**config.mk**
```make
export PLATFORM = sky130hd
export DESIGN_NAME = note_step_sequencer_unit
export DESIGN_NICKNAME = d
export VERILOG_FILES = /design/src/design/nss_pkg.sv /design/src/design/note_step_sequencer_unit.sv
export SDC_FILE = /design/constraint.sdc
export NUM_CORES = 2
export LEC_CHECK = 0
export BUFFER_PORTS_ARGS = -buffer_cell sky130_fd_sc_hd__buf_2
export CORE_MARGIN = 5
export CORE_UTILIZATION = 40
export CTS_CLUSTER_DIAMETER = 50
export DETAILED_ROUTE_END_ITERATION = 7
export SLEW_MARGIN = 20
export SYNTH_ARGS = -nofsm -noshare
export SYNTH_HDL_FRONTEND = slang
export SYNTH_SLANG_ARGS = --single-unit
```
**constraint.sdc**
```tcl
create_clock -name clk_i -period 7.85 [get_ports clk_i]
set_input_delay 0.3925 -clock clk_i [delete_from_list [all_inputs] [get_ports clk_i]]
set_output_delay 0.3925 -clock clk_i [all_outputs]
set_load 0.1 [all_outputs]
```
**src/design/nss_pkg.sv**
```systemverilog
// Shared types and constants for the note step sequencer.
package nss_pkg;

  // Slot capacity default and configuration register reset values
  localparam int NSS_MAX_SLOTS    = 64;
  localparam int NSS_PERIOD_RST   = 500;
  localparam int NSS_FILL_RST     = 50;
  localparam int NSS_SLOTS_RST    = 64;

  // Widths of the shared divider
  localparam int DIV_W            = 32;
  localparam int DIV_CNT_W        = $clog2(DIV_W);
  localparam int DVSR_W           = 16;

  // Percent scale, the reciprocal used to divide by it, and saturation limits
  localparam int PERCENT          = 100;
  localparam int DIV100_MUL       = 5243;
  localparam int DIV100_SHIFT     = 19;
  localparam int VEL_MAX          = 127;
  localparam int COUNT_MAX        = 127;

  // Configuration register indexes
  localparam logic [1:0] CFG_STEP_PERIOD  = 2'd0;
  localparam logic [1:0] CFG_FILL_PERCENT = 2'd1;
  localparam logic [1:0] CFG_SLOT_COUNT   = 2'd2;

  typedef enum logic [1:0] {
    ACT_ADD   = 2'd0,
    ACT_PLAY  = 2'd1,
    ACT_CLEAR = 2'd2,
    ACT_MUTE  = 2'd3
  } action_e;

  typedef struct packed {
    logic [6:0]  note;
    logic [6:0]  vel;
    logic [15:0] dur;
    logic [3:0]  chan;
  } slot_t;

  typedef struct packed {
    logic        played;
    logic [6:0]  note;
    logic [6:0]  vel;
    logic [15:0] dur;
    logic [3:0]  chan;
  } result_t;

endpackage

```
**src/design/note_step_sequencer_unit.sv**
```systemverilog
// Note step sequencer: slot memory, shared divider and the action sequencer.

// One word in gives one word out. The block works on one word at a time and
// holds in_ready_o low until that word's result is loaded into the output
// register; the next word may then be taken while the result still waits
// for out_ready_i. After reset a clearing pass writes every slot once,
// during which no word is taken (configuration writes are taken as ever).
// Timing is set by the shared restoring divider (one quotient bit a cycle)
// and by the slot memory walk, with one write and one read port:
//   add   : two 32-bit divides, slot read and write, then, if the fill limit
//           is exceeded, a check of each slot above; zero velocity skips all
//   play  : two divides and a slot read (a play inside the step period: none)
//   clear : a write of every slot
//   mute  : read, multiply, scale and write-back for each slot in the count
// The slot index is (time_req / step_period) mod slot_count, worked as two
// passes through the same divider. The fill limit test compares
// slot_count * fill_percent against 100 * note_count, so no division is needed;
// mute scales velocities above level by level/100, multiplying by a reciprocal.
module note_step_sequencer_unit
  import nss_pkg::*;
#(
  parameter int MAX_SLOTS = NSS_MAX_SLOTS
) (
  input  logic        clk_i,
  input  logic        rst_ni,
  // configuration write port
  input  logic        cfg_we_i,
  input  logic [1:0]  cfg_idx_i,
  input  logic [15:0] cfg_data_i,
  // input words
  input  logic        in_valid_i,
  output logic        in_ready_o,
  input  logic [1:0]  action_i,
  input  logic [31:0] time_req_i,
  input  logic [6:0]  note_value_i,
  input  logic [6:0]  velocity_i,
  input  logic [15:0] duration_i,
  input  logic [3:0]  channel_i,
  input  logic [6:0]  mute_level_i,
  // result words
  output logic        out_valid_o,
  input  logic        out_ready_i,
  output logic        played_o,
  output logic [6:0]  out_note_value_o,
  output logic [6:0]  out_velocity_o,
  output logic [15:0] out_duration_o,
  output logic [3:0]  out_channel_o
);

  // Address width and a slot counter wide enough to hold MAX_SLOTS itself
  localparam int IW = (MAX_SLOTS > 1) ? $clog2(MAX_SLOTS) : 1;
  localparam int CW = $clog2(MAX_SLOTS + 1);
  localparam int PW = CW + 7;

  typedef enum logic [15:0] {
    ST_IDLE  = 16'b0000_0000_0000_0001,
    ST_INIT  = 16'b0000_0000_0000_0010,
    ST_SWEEP = 16'b0000_0000_0000_0100,
    ST_DIV1  = 16'b0000_0000_0000_1000,
    ST_DIV2  = 16'b0000_0000_0001_0000,
    ST_RDPOS = 16'b0000_0000_0010_0000,
    ST_ADDW  = 16'b0000_0000_0100_0000,
    ST_THR   = 16'b0000_0000_1000_0000,
    ST_EVRD  = 16'b0000_0001_0000_0000,
    ST_EVCK  = 16'b0000_0010_0000_0000,
    ST_PLAYO = 16'b0000_0100_0000_0000,
    ST_MRD   = 16'b0000_1000_0000_0000,
    ST_MM1   = 16'b0001_0000_0000_0000,
    ST_MM2   = 16'b0010_0000_0000_0000,
    ST_MWR   = 16'b0100_0000_0000_0000,
    ST_FIN   = 16'b1000_0000_0000_0000
  } state_e;

  // ---------------------------------------------------------------------------
  // Registers
  // ---------------------------------------------------------------------------
  state_e                state_q, state_d;
  logic [CW-1:0]         idx_q, idx_d;
  logic [IW-1:0]         pos_q, pos_d;
  logic [6:0]            count_q, count_d;
  logic [31:0]           last_q, last_d;
  logic [DVSR_W-1:0]     rem_q, rem_d;
  logic [DIV_W-1:0]      acc_q, acc_d;
  logic [DIV_CNT_W-1:0]  dcnt_q, dcnt_d;
  logic [DVSR_W-1:0]     dvsr_q, dvsr_d;
  logic [13:0]           prod_q, prod_d;
  logic [7:0]            scl_q, scl_d;
  result_t               res_q, res_d;
  result_t               out_q;
  logic                  out_valid_q, out_valid_d;
  logic                  out_load;
  logic [PW-1:0]         pfill_q;
  logic [15:0]           period_q;
  logic [6:0]            fill_q;
  logic [6:0]            slot_count_q;

  // Word latched at acceptance
  action_e               act_q;
  logic [6:0]            note_q;
  logic [6:0]            vel_q;
  logic [15:0]           dur_q;
  logic [3:0]            chan_q;
  logic [6:0]            level_q;

  // Slot memory
  slot_t                 slot_mem_q [MAX_SLOTS];
  slot_t                 rd_q;
  logic                  mem_we;
  logic [IW-1:0]         mem_wa;
  slot_t                 mem_wd;
  logic                  mem_re;
  logic [IW-1:0]         mem_ra;

  // ---------------------------------------------------------------------------
  // Effective configuration
  // ---------------------------------------------------------------------------
  logic [15:0]           eff_period;
  logic [CW-1:0]         eff_slots;
  logic                  in_accept;
  logic                  play_early;

  assign eff_period = (period_q == 16'd0) ? 16'd1 : period_q;

  always_comb begin
    if (slot_count_q == 7'd0) begin
      eff_slots = CW'(1);
    end else if (32'(slot_count_q) > 32'(MAX_SLOTS)) begin
      eff_slots = CW'(MAX_SLOTS);
    end else begin
      eff_slots = CW'(slot_count_q);
    end
  end

  assign in_ready_o = (state_q == ST_IDLE);
  assign in_accept  = in_valid_i & in_ready_o;
  // Wrapping time difference against the step period
  assign play_early = ((time_req_i - last_q) < 32'(eff_period));

  // ---------------------------------------------------------------------------
  // Shared divider step: restoring, one quotient bit a cycle
  // ---------------------------------------------------------------------------
  logic [DVSR_W:0]       div_sh;
  logic [DVSR_W+1:0]     div_diff;
  logic                  div_ge;
  logic [DVSR_W-1:0]     div_rem;
  logic [DIV_W-1:0]      div_acc;

  assign div_sh   = {rem_q, acc_q[DIV_W-1]};
  assign div_diff = {1'b0, div_sh} - {2'b00, dvsr_q};
  assign div_ge   = ~div_diff[DVSR_W+1];
  assign div_rem  = div_ge ? div_diff[DVSR_W-1:0] : div_sh[DVSR_W-1:0];
  assign div_acc  = {acc_q[DIV_W-2:0], div_ge};

  // Mute scaling: divide by 100 through the reciprocal, then saturate
  logic [26:0]           recip;
  logic [6:0]            mute_vel;

  assign recip    = 27'(prod_q) * 27'(DIV100_MUL);
  assign mute_vel = (scl_q > 8'(VEL_MAX)) ? 7'(VEL_MAX) : scl_q[6:0];

  // ---------------------------------------------------------------------------
  // Sequencer
  // ---------------------------------------------------------------------------
  always_comb begin
    state_d     = state_q;
    idx_d       = idx_q;
    pos_d       = pos_q;
    count_d     = count_q;
    last_d      = last_q;
    rem_d       = rem_q;
    acc_d       = acc_q;
    dcnt_d      = dcnt_q;
    dvsr_d      = dvsr_q;
    prod_d      = prod_q;
    scl_d       = scl_q;
    res_d       = res_q;
    out_valid_d = out_valid_q & ~out_ready_i;
    out_load    = 1'b0;
    mem_we      = 1'b0;
    mem_wa      = idx_q[IW-1:0];
    mem_wd      = '0;
    mem_re      = 1'b0;
    mem_ra      = idx_q[IW-1:0];

    case (state_q)
      ST_INIT: begin
        // Clearing pass after reset
        mem_we = 1'b1;
        if (idx_q == CW'(MAX_SLOTS - 1)) begin
          idx_d   = '0;
          state_d = ST_IDLE;
        end else begin
          idx_d = idx_q + CW'(1);
        end
      end

      ST_IDLE: begin
        if (in_valid_i) begin
          res_d  = '0;
          acc_d  = time_req_i;
          rem_d  = '0;
          dcnt_d = '0;
          dvsr_d = eff_period;
          case (action_e'(action_i))
            ACT_ADD: begin
              state_d = (velocity_i == 7'd0) ? ST_FIN : ST_DIV1;
            end
            ACT_PLAY: begin
              if (play_early) begin
                state_d = ST_FIN;
              end else begin
                last_d  = time_req_i;
                state_d = ST_DIV1;
              end
            end
            ACT_CLEAR: begin
              count_d = '0;
              idx_d   = '0;
              state_d = ST_SWEEP;
            end
            ACT_MUTE: begin
              idx_d   = '0;
              state_d = ST_MRD;
            end
            default: state_d = ST_FIN;
          endcase
        end
      end

      ST_DIV1: begin
        acc_d  = div_acc;
        rem_d  = div_rem;
        dcnt_d = dcnt_q + DIV_CNT_W'(1);
        if (dcnt_q == DIV_CNT_W'(DIV_W - 1)) begin
          // Quotient stays as the next dividend; reduce it by the slot count
          rem_d   = '0;
          dcnt_d  = '0;
          dvsr_d  = DVSR_W'(eff_slots);
          state_d = ST_DIV2;
        end
      end

      ST_DIV2: begin
        acc_d  = div_acc;
        rem_d  = div_rem;
        dcnt_d = dcnt_q + DIV_CNT_W'(1);
        if (dcnt_q == DIV_CNT_W'(DIV_W - 1)) begin
          pos_d   = div_rem[IW-1:0];
          state_d = ST_RDPOS;
        end
      end

      ST_RDPOS: begin
        mem_re  = 1'b1;
        mem_ra  = pos_q;
        state_d = (act_q == ACT_ADD) ? ST_ADDW : ST_PLAYO;
      end

      ST_ADDW: begin
        if (rd_q.vel == 7'd0 && count_q < 7'(COUNT_MAX)) begin
          count_d = count_q + 7'd1;
        end
        mem_we      = 1'b1;
        mem_wa      = pos_q;
        mem_wd.note = note_q;
        mem_wd.vel  = vel_q;
        mem_wd.dur  = dur_q;
        mem_wd.chan = chan_q;
        state_d     = ST_THR;
      end

      ST_THR: begin
        // count > slots*fill/100 is the same as slots*fill < 100*count
        if (32'(pfill_q) < 32'(count_q) * 32'(PERCENT)) begin
          idx_d   = CW'(pos_q) + CW'(1);
          state_d = ST_EVRD;
        end else begin
          state_d = ST_FIN;
        end
      end

      ST_EVRD: begin
        if (idx_q < eff_slots) begin
          mem_re  = 1'b1;
          state_d = ST_EVCK;
        end else begin
          state_d = ST_FIN;
        end
      end

      ST_EVCK: begin
        // Drop slots of velocity one above the addressed slot
        if (rd_q.vel == 7'd1) begin
          mem_we     = 1'b1;
          mem_wd     = rd_q;
          mem_wd.vel = 7'd0;
          if (count_q != 7'd0) begin
            count_d = count_q - 7'd1;
          end
        end
        idx_d   = idx_q + CW'(1);
        state_d = ST_EVRD;
      end

      ST_PLAYO: begin
        if (rd_q.vel != 7'd0) begin
          res_d.played = 1'b1;
          res_d.note   = rd_q.note;
          res_d.vel    = rd_q.vel;
          res_d.dur    = rd_q.dur;
          res_d.chan   = rd_q.chan;
        end
        state_d = ST_FIN;
      end

      ST_SWEEP: begin
        mem_we = 1'b1;
        if (idx_q == CW'(MAX_SLOTS - 1)) begin
          state_d = ST_FIN;
        end else begin
          idx_d = idx_q + CW'(1);
        end
      end

      ST_MRD: begin
        if (idx_q < eff_slots) begin
          mem_re  = 1'b1;
          state_d = ST_MM1;
        end else begin
          state_d = ST_FIN;
        end
      end

      ST_MM1: begin
        prod_d  = 14'(rd_q.vel) * 14'(level_q);
        state_d = ST_MM2;
      end

      ST_MM2: begin
        scl_d   = recip[26:DIV100_SHIFT];
        state_d = ST_MWR;
      end

      ST_MWR: begin
        if (rd_q.vel > level_q) begin
          mem_we     = 1'b1;
          mem_wd     = rd_q;
          mem_wd.vel = mute_vel;
        end
        idx_d   = idx_q + CW'(1);
        state_d = ST_MRD;
      end

      ST_FIN: begin
        // Hold the result until the output register is free
        if (!out_valid_q || out_ready_i) begin
          out_load    = 1'b1;
          out_valid_d = 1'b1;
          state_d     = ST_IDLE;
        end
      end

      default: state_d = ST_IDLE;
    endcase
  end

  // ---------------------------------------------------------------------------
  // Control registers
  // ---------------------------------------------------------------------------
  always_ff @(posedge clk_i or negedge rst_ni) begin
    if (!rst_ni) begin
      state_q     <= ST_INIT;
      idx_q       <= '0;
      count_q     <= '0;
      last_q      <= '0;
      dcnt_q      <= '0;
      out_valid_q <= 1'b0;
    end else begin
      state_q     <= state_d;
      idx_q       <= idx_d;
      count_q     <= count_d;
      last_q      <= last_d;
      dcnt_q      <= dcnt_d;
      out_valid_q <= out_valid_d;
    end
  end

  // Configuration registers
  always_ff @(posedge clk_i or negedge rst_ni) begin
    if (!rst_ni) begin
      period_q     <= 16'(NSS_PERIOD_RST);
      fill_q       <= 7'(NSS_FILL_RST);
      slot_count_q <= 7'(NSS_SLOTS_RST);
    end else if (cfg_we_i) begin
      case (cfg_idx_i)
        CFG_STEP_PERIOD:  period_q     <= cfg_data_i;
        CFG_FILL_PERCENT: fill_q       <= cfg_data_i[6:0];
        CFG_SLOT_COUNT:   slot_count_q <= cfg_data_i[6:0];
        default: ;
      endcase
    end
  end

  // Datapath registers
  always_ff @(posedge clk_i) begin
    pos_q   <= pos_d;
    rem_q   <= rem_d;
    acc_q   <= acc_d;
    dvsr_q  <= dvsr_d;
    prod_q  <= prod_d;
    scl_q   <= scl_d;
    res_q   <= res_d;
    pfill_q <= PW'(eff_slots) * PW'(fill_q);
    if (in_accept) begin
      act_q   <= action_e'(action_i);
      note_q  <= note_value_i;
      vel_q   <= velocity_i;
      dur_q   <= duration_i;
      chan_q  <= channel_i;
      level_q <= mute_level_i;
    end
    if (out_load) begin
      out_q <= res_q;
    end
  end

  // Slot memory: one write and one registered read a cycle
  always_ff @(posedge clk_i) begin
    if (mem_we) begin
      slot_mem_q[mem_wa] <= mem_wd;
    end
    if (mem_re) begin
      rd_q <= slot_mem_q[mem_ra];
    end
  end

  // ---------------------------------------------------------------------------
  // Outputs
  // ---------------------------------------------------------------------------
  assign out_valid_o      = out_valid_q;
  assign played_o         = out_q.played;
  assign out_note_value_o = out_q.note;
  assign out_velocity_o   = out_q.vel;
  assign out_duration_o   = out_q.dur;
  assign out_channel_o    = out_q.chan;

`ifndef SYNTH
  a_mem_addr_range: assert property (@(posedge clk_i) disable iff (!rst_ni)
    mem_we |-> (32'(mem_wa) < 32'(MAX_SLOTS)))
    else $error("slot write beyond the memory");

  a_played_has_vel: assert property (@(posedge clk_i) disable iff (!rst_ni)
    (out_valid_o && played_o) |-> (out_velocity_o != 7'd0))
    else $error("played note carries zero velocity");

  a_silent_zero: assert property (@(posedge clk_i) disable iff (!rst_ni)
    (out_valid_o && !played_o) |->
      (out_note_value_o == 7'd0 && out_velocity_o == 7'd0 &&
       out_duration_o == 16'd0 && out_channel_o == 4'd0))
    else $error("silent result carries slot data");

  a_one_at_a_time: assert property (@(posedge clk_i) disable iff (!rst_ni)
    (in_valid_i && in_ready_o) |=> !in_ready_o)
    else $error("second word taken while the first is in progress");

  a_count_saturates: assert property (@(posedge clk_i) disable iff (!rst_ni)
    (count_q == 7'(COUNT_MAX) && state_q == ST_ADDW) |=> (count_q == 7'(COUNT_MAX)))
    else $error("note count wrapped");
`endif

endmodule
```
==> out/qor.csv <==
stage,metric,value,unit
layout,Area growth syn-to-layout,14.85,%
yosys,"Async S/R FF share, synth",3.881,%
timing,# setup viols final,0,
timing,Worst Skew,0.06260,ns
cts,H-tree levels,5,
global_routing,initial antenna violation count,22,
global_routing,number of global-route vias before repair,67260,
yosys,synth unique cells,85,
global_routing,largest net degree at the start of global routing,157,
timing,Slew HR,21.48,%
setup_path,Critical Path RT,8.38,ns
flow_run,reported max-cap violation count,0,
yosys,ranking of synthesized cells by area,"edfxtp_1 67%, nand2_1 6.3%, ha_1 3.3%",
timing,Fin Setup TNS,0,ns
layout,final core occ,46.23,%
timing,fmax,0.1800,GHz
global_routing,gr ovfl total,0,
setup_path,Crit. End Element,flip-flop,
cts,Sink Count,2525,
cts,Post-CTS Resized,0,
detailed_routing,routed wire length,313200,um
floorplan,die width,529.7,um
detailed_routing,DR iter-0 viols,7706,
timing,RSZ-0062 raised after global routing,false,
global_routing,first-pass GRT wire length,457100,um
yosys,Post-synth EDFFs,2415,
floorplan,row count,190,
floorplan,starting density of the core,40.25,%
setup_path,"critical path fanouts, max",29,
worst_hold_path,Hold Crit Class,in2async,
yosys,Main synth FF type,edfxtp_1,
detailed_routing,via count,68620,
yosys,largest area contributor in the netlist,edfxtp_1,
floorplan,core area,268400,sq um
detailed_routing,routed len/inst,26.02,um
run_status,status,"finished, final reports clean",
yosys,Post-Synthesis Cells,7964,
yosys,"Seq/Total Area, Yosys",69.63,%
timing,worst slew pin tran,1.175,ns
detailed_routing,first-pass iteration count of the detailed router,8,
timing,Hold Fails Final Rpt,0,
yosys,synthesized flop and latch total,2525,
power_and_ir_drop,P per Cell Area,325.5,nW/um^2
floorplan,die area,280600,sq um
timing,Period minus WS final,5.555,ns
placed_design,DPL Wire Length,186600,um
floorplan,Top Ports,135,
yosys,YS warnings,0,
placed_design,routability cong.,0.8839,
power_and_ir_drop,Pleak,43.62,nW
cts,CTS tree,yes,
setup_path,Crit Path Class,reg2reg,
yosys,synthesized area,108000,sq um
floorplan,Die H,529.7,um
power_and_ir_drop,Max IR drop VDD,394.4,uV
layout,layout cells sized above 1,11.48,%
cts,"Reg clk slew, reported paths",0.06,ns
detailed_routing,Detail Route Antenna Nets,0,
cts,Clock Latency Late Sink,0.87,ns
cts,clk root buf,clkbuf_16,
timing,Tcrit/Tclk final,70.76,%
yosys,Synth Net Count,8467,
cts,maximum buffer depth of the clock tree,4,
placed_design,PortBufs,134,
global_routing,GRT Total Usage,21.78,%
detailed_routing,# DRC,0,
setup_path,Crit path arrival time,6.08,ns
yosys,Mean Syn Cell Area,13.57,sq um
cts,CTS buffer count,291,
detailed_routing,Vias per Instance,5.701,
timing,final slew viol count,0,
layout,Nets,8760,
yosys,post-synth top area share,67.12,%
setup_path,crit start category,flip-flop,
-- worst max-delay path, stage by stage, from the launching register on --
cell and delay [ns]:
dfrtp_1 0.46, nor3_1 0.41, nand4_1 0.24, nor4_4 0.27, buf_4 0.34, mux2_2 0.53, nor2_4 0.54, buf_4 0.42
buf_4 0.50, a32oi_1 0.17, and3_1 0.23, a31oi_1 0.32, and3_1 0.58, nand4_1 0.19
-- timing repair --
action,4_1_cts,5_1_grt
endpoints found under the hold margin,172,0
buffers inserted,0,0
hold buffers,94,0
-- where the power goes --
group          internal [mW]  switching, mW
registers               15.3          0.318
logic                   3.58           7.96
clock network           7.78           5.46
total                   26.7           13.7
-- kinds of logic after synthesis --
| group | count (synthesis) | share of synthesized area (%) |
|---|---|---|
| simple gates | 2924 | 11.85 |
| buf+inv | 726 | 2.776 |
| xor+xnor | 87 | 0.7053 |
| fa+ha+maj | 405 | 5.496 |
| flops | 2525 | 69.63 |
| compound gates | 957 | 6.190 |
| mux | 340 | 3.357 |
-- through the flow --
step / setup slack, ns / instance area (sq um) / std cells / hold slack, ns / total power, mW
after floorplan: 2.869 / 108000 / 7964 / 0.09691 / 23.35
after global placement: 2.007 / 113800 / 11420 / 0.3641 / 27.14
after detailed placement: 2.112 / 113800 / 11420 / 0.3840 / 27.25
after CTS: 2.220 / 124000 / 12030 / 0.03626 / 40.51
after global routing: 1.966 / 124100 / 12030 / 0.07049 / 42.16
final: 2.295 / 124100 / 12040 / 0.06146 / 40.39
-- worst paths after layout --
kind                                    from                 end  cells after the start  slack (ns)
min in group clk_i              cfg_idx_i[1]         period_q[7]                      5        0.12
max in group asynchronous             rst_ni          last_q[24]                      3        6.53
worst max register to register    state_q[8]            rd_q[26]                     13        2.30
worst min register to register     res_q[15]  out_duration_o[11]                      0        0.41
worst min-delay path                  rst_ni         out_valid_o                      2        0.06
worst max-delay path              state_q[8]            rd_q[26]                     13        2.30
-- metal layers --
layer	share of wire [%]	global-route usage (%)	vias to the layer above	routed length, um
li1	-	-	30100	-
met1	42	30.40	34780	130300
met2	46	34.92	3212	145400
met3	8.1	3.252	530	25300
met4	3.9	7.682	4	12180
met5	0.0086	0	-	27
-- state kept, by name, summed over array words and instances, names as in the netlist, 6 cells and up --
signal,count
acc_q,32
count_q,7
dur_q,16
dvsr_q,16
fill_q,7
idx_q,7
last_q,32
level_q,7
note_q,7
out_duration_o,16
out_note_value_o,7
out_velocity_o,7
period_q,16
pfill_q,12
pos_q,6
prod_q,14
rd_q,34
rem_q,16
res_q,35
scl_q,8
slot_count_q,7
slot_mem_q,2176
state_q,16
vel_q,7
-- placed cells by master, fill, tap and decap left out, drive strengths merged, types with 15 or more instances in the layout --
cell and count:
fa 116, nand4 129, dfrtp 87, buf 312
edfxtp 2415, o21a 25, clkinv 99, xnor2 62
inv 341, clkbuf 351, nand2 1816, nor3 23
a31oi 307, mux2 89, a22o 34, ha 289
a32oi 225, nor2b 15, and2 99, mux2i 251
clkinvlp 16, and3 114, a21o 25, nor2 178
a21oi 128, xor2 25, nand2b 23, o21ai 93
bufinv 23, nand3 464, dlygate4sd3 94
-- final cells by class --
type	instances	area (sq um)
repair buffers	406	3138
fillers	23380	144300
flip-flops and latches	2525	75230
diodes	11	27.53
clock inverters	159	1674
multi-input cells	4713	30710
inverters	320	1201
well taps	3552	4444
clock buffers	351	7664
-- synthesized netlist by cell type, drive strengths merged, types with 7 or more instances --
master and count:
nand2b 23, dfrtp 87, inv 319, dfstp 11, nand4 129, and2 99
nor3b 8, xnor2 62, clkbuf 226, a31oi 307, nor3 23, or3 10
o31ai 8, a21o 25, a32oi 225, nand3 464, a211oi 10, nor2b 15
edfxtp 2415, a22o 34, o21ai 93, o21a 25, a211o 7, nand2 1816
buf 180, and3 114, dfxtp 12, mux2i 251, nor4 14, o2111ai 8
o211ai 8, a21oi 128, nor2 178, xor2 25, a21boi 13, ha 289
o21bai 14, a22oi 11, fa 116, mux2 89
(Power assumes the default switching activity.)
